<file path="config.mk">
export PLATFORM = sky130hd
export DESIGN_NAME = hmf_update
export DESIGN_NICKNAME = d
export VERILOG_FILES = /design/src/rtl/core/hmf_pkg.sv /design/src/rtl/core/hmf_update.sv
export SDC_FILE = /design/constraint.sdc
export NUM_CORES = 1
export LEC_CHECK = 0
export BUFFER_PORTS_ARGS = -buffer_cell sky130_fd_sc_hd__buf_4
export CORE_UTILIZATION = 48
export DETAILED_ROUTE_END_ITERATION = 10
export PLACE_DENSITY = 0.75
export RECOVER_POWER = 50
export SLEW_MARGIN = 20
export SYNTH_ARGS = -nofsm -noshare
export SYNTH_HDL_FRONTEND = slang
export SYNTH_SLANG_ARGS = --single-unit
</file>
<file path="constraint.sdc">
create_clock -name clk_i -period 5.1 [get_ports clk_i]
set_input_delay 0.255 -clock clk_i [delete_from_list [all_inputs] [get_ports clk_i]]
set_output_delay 0.255 -clock clk_i [all_outputs]
set_load 0.05 [all_outputs]
</file>
<file path="src/rtl/core/hmf_pkg.sv">
// Shared types and constants of the histogram mode finder.
`default_nettype none

package hmf_pkg;

  // Default configuration of the histogram.
  localparam int NUM_BINS_DEF   = 1024;
  localparam int COUNT_BITS_DEF = 16;

  // Field widths on the stream ports.
  localparam int SAMPLE_W     = 16;
  localparam int MODE_VALUE_W = 11;
  localparam int MODE_COUNT_W = 16;
  localparam int IN_TDATA_W   = 16;
  localparam int OUT_TDATA_W  = 32;
  localparam int OUT_PAD_W    = OUT_TDATA_W - MODE_VALUE_W - MODE_COUNT_W - 2;

  typedef enum logic {
    OP_ADD    = 1'b0,
    OP_REPORT = 1'b1
  } opcode_e;

  // Control bits of the word held in the read stage.
  typedef struct packed {
    logic valid;
    logic report;
    logic in_range;
  } stage_ctl_t;

endpackage

`default_nettype wire

</file>
<file path="src/rtl/core/hmf_update.sv">
// Count increment with write forwarding and running mode tracking.
`default_nettype none

module hmf_update #(
  parameter int COUNT_BITS = hmf_pkg::COUNT_BITS_DEF,
  parameter int IDX_W      = $clog2(hmf_pkg::NUM_BINS_DEF),
  parameter int VAL_W      = $clog2(hmf_pkg::NUM_BINS_DEF + 1)
) (
  input  wire logic                   clk_i,
  input  wire logic                   rst_ni,
  input  wire hmf_pkg::stage_ctl_t    ctl_i,
  input  wire logic [IDX_W-1:0]       slot_i,
  input  wire logic [VAL_W-1:0]       value_i,
  input  wire logic [COUNT_BITS-1:0]  rd_data_i,
  output logic                        wr_en_o,
  output logic      [IDX_W-1:0]       wr_addr_o,
  output logic      [COUNT_BITS-1:0]  wr_data_o,
  output logic      [COUNT_BITS-1:0]  best_count_o,
  output logic      [VAL_W-1:0]       best_value_o
);

  logic                  last_valid_q, last_valid_d;
  logic [IDX_W-1:0]      last_addr_q;
  logic [COUNT_BITS-1:0] last_data_q;
  logic [COUNT_BITS-1:0] best_count_q, best_count_d;
  logic [VAL_W-1:0]      best_value_q, best_value_d;

  logic                  sample_go;
  logic [COUNT_BITS-1:0] cnt_old;
  logic [COUNT_BITS-1:0] cnt_new;

  assign sample_go = ctl_i.valid && !ctl_i.report && ctl_i.in_range;

  // The memory read was issued at the same edge as the previous write, so a
  // back-to-back hit on one bin takes the count from the last write instead.
  assign cnt_old = (last_valid_q && (last_addr_q == slot_i)) ? last_data_q : rd_data_i;
  assign cnt_new = (&cnt_old) ? cnt_old : cnt_old + COUNT_BITS'(1);

  assign wr_en_o   = sample_go;
  assign wr_addr_o = slot_i;
  assign wr_data_o = cnt_new;

  always_comb begin
    best_count_d = best_count_q;
    best_value_d = best_value_q;
    if (sample_go) begin
      if (cnt_new > best_count_q) begin
        best_count_d = cnt_new;
        best_value_d = value_i;
      end else if ((cnt_new == best_count_q) && (value_i < best_value_q)) begin
        best_value_d = value_i;
      end
    end
  end

  assign last_valid_d = sample_go;

  always_ff @(posedge clk_i or negedge rst_ni) begin
    if (!rst_ni) begin
      last_valid_q <= 1'b0;
      best_count_q <= '0;
      best_value_q <= '0;
    end else begin
      last_valid_q <= last_valid_d;
      best_count_q <= best_count_d;
      best_value_q <= best_value_d;
    end
  end

  always_ff @(posedge clk_i) begin
    if (sample_go) begin
      last_addr_q <= slot_i;
      last_data_q <= cnt_new;
    end
  end

  assign best_count_o = best_count_q;
  assign best_value_o = best_value_q;

endmodule

`default_nettype wire

</file>
Yosys cells after proc, flatten, opt, wreduce, memory -nomap -nowiden
Index checks and enable logic that the tools add are counted.

Word-level logic and storage cells: 23. Bits in latches: 0. Bits in writable memories: 0. Register bits after elaboration: 54. Memories: 0. Input bits: 42. Bits in read-only memories: 0.

Shift operators: 0. $mul: 0. $add $sub $neg: 1. Equal/unequal tests: 2. Bitwise operators: 0. Magnitude comparators: 2. Reduce and logical (&&, ||, !) cells: 9. Divide/modulo/power cells: 0. Mux-type cells: 4.

Operators with widths (number): $mux 16 (2); $mux 11 (2); $add 16x1->16 const B (1); $eq 16x16->1 (1); $gt 16x16->1 (1); $reduce_and 16->1 (1); $lt 11x11->1 (1); $eq 10x10->1 (1); $logic_and 1x1->1 (4); $reduce_and 2->1 (2); $reduce_bool 2->1 (1); $logic_not 1->1 (1).

Depth between registers and ports, before layout
Depth in word-level cells: 9. Depth in mapped cells: 23. Mapped depth without buffers: 20.

Worst setup path before layout
Ideal clock, no wire load.

Kind: flip-flop to flip-flop. From: reg last_addr_q[2]. To: reg best_value_q[10] (netlist: best_value_o[10]). Arrival: 6.143 ns. Setup time: 0.125 ns. Required time: 4.975 ns. Clock period less this slack: 6.268 ns. Path slack: -1.168 ns. Buffers on the path: 3. Stages on the path, launching flop included: 19. Path through: edfxtp_1 xnor2_1 nand4_1 nor3_1 buf_2 buf_2 mux2_2 ha_1 and3_1 nand3_1 mux2i_1 o41ai_1 ha_1 o32ai_1 o311ai_1 o2111ai_4 a21boi_2 buf_6 mux2_4.

Word-level cells in the longest chain between the ends: 9. Elaborated cells between the ends (all ways): 12.

RTL lines: start, declared (RTL line hmf_update.sv:23) `logic [IDX_W-1:0] last_addr_q;`; start signal, assigned (RTL line hmf_update.sv:72) `last_addr_q <= slot_i;`; $eq 10x10->1 (*) (RTL line hmf_update.sv:36) `assign cnt_old = (last_valid_q && (last_addr_q == slot_i)) ? last_data_q : rd_data_i;`; $logic_and 1x1->1 (*) (RTL line hmf_update.sv:36); $mux 16 (*) (RTL line hmf_update.sv:36); $add 16x1->16 / $reduce_and 16->1 (equally long branches) (RTL line hmf_update.sv:37) `assign cnt_new = (&cnt_old) ? cnt_old : cnt_old + COUNT_BITS'(1);`; $mux 16 (*) (RTL line hmf_update.sv:37); via wr_data_o[14] (RTL line hmf_update.sv:17) `output logic [COUNT_BITS-1:0] wr_data_o,`; branches (longest 4 deep; another with $gt 16x16->1); end signal, assigned (RTL line hmf_update.sv:66) `best_value_q <= best_value_d;`; end, declared (RTL line hmf_update.sv:26) `logic [VAL_W-1:0] best_value_q, best_value_d;`.

Mark *: on every way through the listed nets, which the timed path passes. A chain may end at the register's enable or synchronous reset.

Worst setup path in the final report
From: reg last_addr_q[1]. To: reg best_value_q[9] (netlist: best_value_o[9]).

Word-level cells in the longest chain between the ends: 9. Elaborated cells between the ends (all ways): 12.

RTL lines (RTL line): $eq 10x10->1 (*) (hmf_update.sv:36); $logic_and 1x1->1 (*) (hmf_update.sv:36); $mux 16 (*) (hmf_update.sv:36); $add 16x1->16 / $reduce_and 16->1 (equally long branches) (hmf_update.sv:37); $mux 16 (*) (hmf_update.sv:37); branches (longest 4 deep; another with $gt 16x16->1).

Every way passes the cells marked *.

==> metrics.cfg <==
[synthesis]
synth_cell_types = 48
synthCells = 335
synthFlopType = dfrtp_1
synth_nets = 404
synth_area_um2 = 3580
synth_edf_count = 26
ys_ff_latch = 54
synthTopCellsByArea = edfxtp_1 22%, dfrtp_1 20%, ha_1 9.4%
syn_area_per_cell_um2 = 10.7
yosys_warnings = 0
async_flop_share_pct = 51.9
ys_seq_area_share_pct = 41.4
synth_top_area_share_pct = 21.8
yosys.area.top_type = edfxtp_1

[placement]
dp_hpwl_um = 6920
gp_congestion = 0.862
placedCellCount = 523
port_buffers = 95
dpl-instance-area_um2 = 4570

[power]
peakVddDrop_mv = 0.312
total_power_uw = 2040
p_leak_uw = 0.00200
power_density_nw_per_um2 = 439

[global_routing]
grt_max_degree = 31
grt_remaining_overflow = 0
grt_pass1_vias = 2824
grt_pass1_wl_um = 13500
grt_antenna_before_repair = 0
track_usage_pct = 22.7

[detailed_routing]
via_per_inst = 5.50
avgRoutedWirePerCell_um = 16.1
drt-initial-drc-count = 117
drt_wl_total_um = 8610
dr.pass1.iters = 4
drcViolationCount = 0
ant_nets = 0
via_count = 2943

[outcome]
status = finished, violations left
violations = capacitance limit, slew limit

[setup_path]
critPathMaxFanout = 6
cp-end-kind = flip-flop
r2r_cells = 19
r2r-end = best_value_o[9]
r2r_start = last_addr_q[1]
arrival_ns = 5.03
r2r_slack_ns = 0.26
path_class = reg2reg
cp-start-kind = flip-flop
worstPathRequired_ns = 5.29

[timing]
clock-skew-final_ns = 0.00692
relSlewSlack_pct = -11.2
final-setup-viol-count = 0
worst_pin_slew_ns = 1.67
rsz0062_at_grt = false
finalSetupTns_ns = 0
fin_crit_sh_pct = 95.0
final_hold_viol_count = 0
clock.fmax_mhz = 206
finalMaxSlewViolations = 31
period_needed_ns = 4.84

[floorplan]
dieArea_um2 = 7800
fp-row-count = 31
pin_count = 96
die_x_um = 88.3
die_height_um = 88.3
initial_core_util_pct = 49.6
coreArea_um2 = 7210

[min_path]
hold_path_class = in2reg
hold_end = best_value_o[0]
holdPathStages = 2
hold_start = value_i[0]

[layout]
nets = 504
final_cells = 535
final_common_cell = buf_4
num_antenna_cells = 0
syn2layout_area_growth_pct = 30.0
stdcell_area_um2 = 4650
drive_above_1_share_pct = 31.9
layout_common_cells = 78 x buf_4, 30 x inv_1, 30 x clkbuf_1

[clock_tree]
insertion_delay_ns = 0.30
cts-root-buf = clkbuf_8
cts_buffers = 5
clockBufferDepth = 2
cts.sinks = 54
cts_tree = yes
cts.clk_slew.worst_paths_ns = 0.09
cts_max_level = 2

[run]
maxCapViolations = 1

## synth_stat cells, drive strengths merged (2+ instances only)
| cell | n |
|---|---|
| inv | 30 |
| dfrtp | 28 |
| ha | 27 |
| mux2 | 27 |
| edfxtp | 26 |
| nand2 | 22 |
| xor2 | 18 |
| nand3 | 17 |
| nor2 | 17 |
| buf | 15 |
| nand4 | 15 |
| mux2i | 14 |
| xnor2 | 13 |
| a21oi | 10 |
| o21ai | 9 |
| and3 | 8 |
| nor3 | 6 |
| a211oi | 3 |
| a31oi | 3 |
| nand2b | 3 |
| a21boi | 2 |
| nor4 | 2 |
| o211ai | 2 |
| o21a | 2 |
## registers in the layout, summed over array words and instances (netlist names)
| register | flops |
|---|---|
| best_count_o | 16 |
| last_data_q | 16 |
| best_value_o | 11 |
| last_addr_q | 10 |
| last_valid_q | 1 |
## power breakdown
| group | total, µW | internal, µW | switching [µW] |
|---|---|---|---|
| Combinational | 1140 | 403 | 734 |
| Clock | 229 | 97.4 | 132 |
| Sequential | 672 | 576 | 96.0 |
## per-stage QoR
| step | hold slack (ns) | setup slack (ns) | util, % |
|---|---|---|---|
| after floorplan | -0.0406 | 0.00781 | - |
| after global placement | 0.193 | 0.0286 | 63.4 |
| after detailed placement | 0.196 | -0.204 | 63.4 |
| after CTS | 0.143 | 0.0502 | 65.2 |
| after global routing | 0.171 | 0.0521 | 64.4 |
| final | 0.180 | 0.256 | 64.4 |
## worst max path at each step
stage                              start          endpoint  slack (ns)  depth (start not counted)
after floorplan           last_addr_q[1]  best_value_o[10]       0.008                         21
after global placement         slot_i[1]   best_value_o[0]        0.03                         19
after detailed placement       slot_i[1]   best_value_o[0]       -0.20                         20
after CTS                 last_addr_q[1]   best_value_o[0]        0.05                         19
after global routing      last_addr_q[4]  best_value_o[10]        0.05                         20
final                     last_addr_q[1]   best_value_o[9]        0.26                         19
## timing repair
action,CTS,global route
hold endpoints to repair,28,0
pin swaps,0,9
endpoints found under the setup margin,11,25
hold buffers,1,0
setup buffers,2,1
resized for setup,1,8
## layer usage
metal	share of wire, %	global-route usage, %	vias up
met5	0	0	-
met4	2.5	8.21	0
met3	5.0	3.64	20
met2	48	37.8	94
met1	44	30.0	1426
li1	-	-	1403
## layout make-up
| cell class | instances | area, µm² |
|---|---|---|
| multi-input combinational | 235 | 2120 |
| clock inverter | 1 | 7.51 |
| tap | 99 | 124 |
| clock buffer | 7 | 76.3 |
| timing repair buffer | 109 | 728 |
| fill | 637 | 2570 |
| sequential | 54 | 1480 |
| inverter | 30 | 113 |
## critical path, stage by stage, from the launching register on
cell and delay (ns):
edfxtp_1 0.39, xnor2_1 0.20, nand4_1 0.26, nor3_4 0.27
mux2_4 0.34, ha_4 0.18, and3_4 0.19, a311oi_2 0.24
nand2_1 0.13, xor2_2 0.23, mux2i_4 0.13, ha_4 0.31
nand4_2 0.14, nor2_2 0.14, nand4_1 0.16, or4_4 0.49
nor4b_4 0.35, a21boi_4 0.11, buf_4 0.18, mux2_4 0.29
## cell families after synthesis
| logic type | share of synthesized area (%) |
|---|---|
| AOI/OAI and AO/OA | 8.47 |
| muxes | 13.5 |
| buffers and inverters | 6.23 |
| xor gates and xnor gates | 7.59 |
| adders and majority gates | 9.45 |
| and+or+nand+nor | 13.4 |
| DFF | 41.4 |
(Power assumes the default switching activity.)
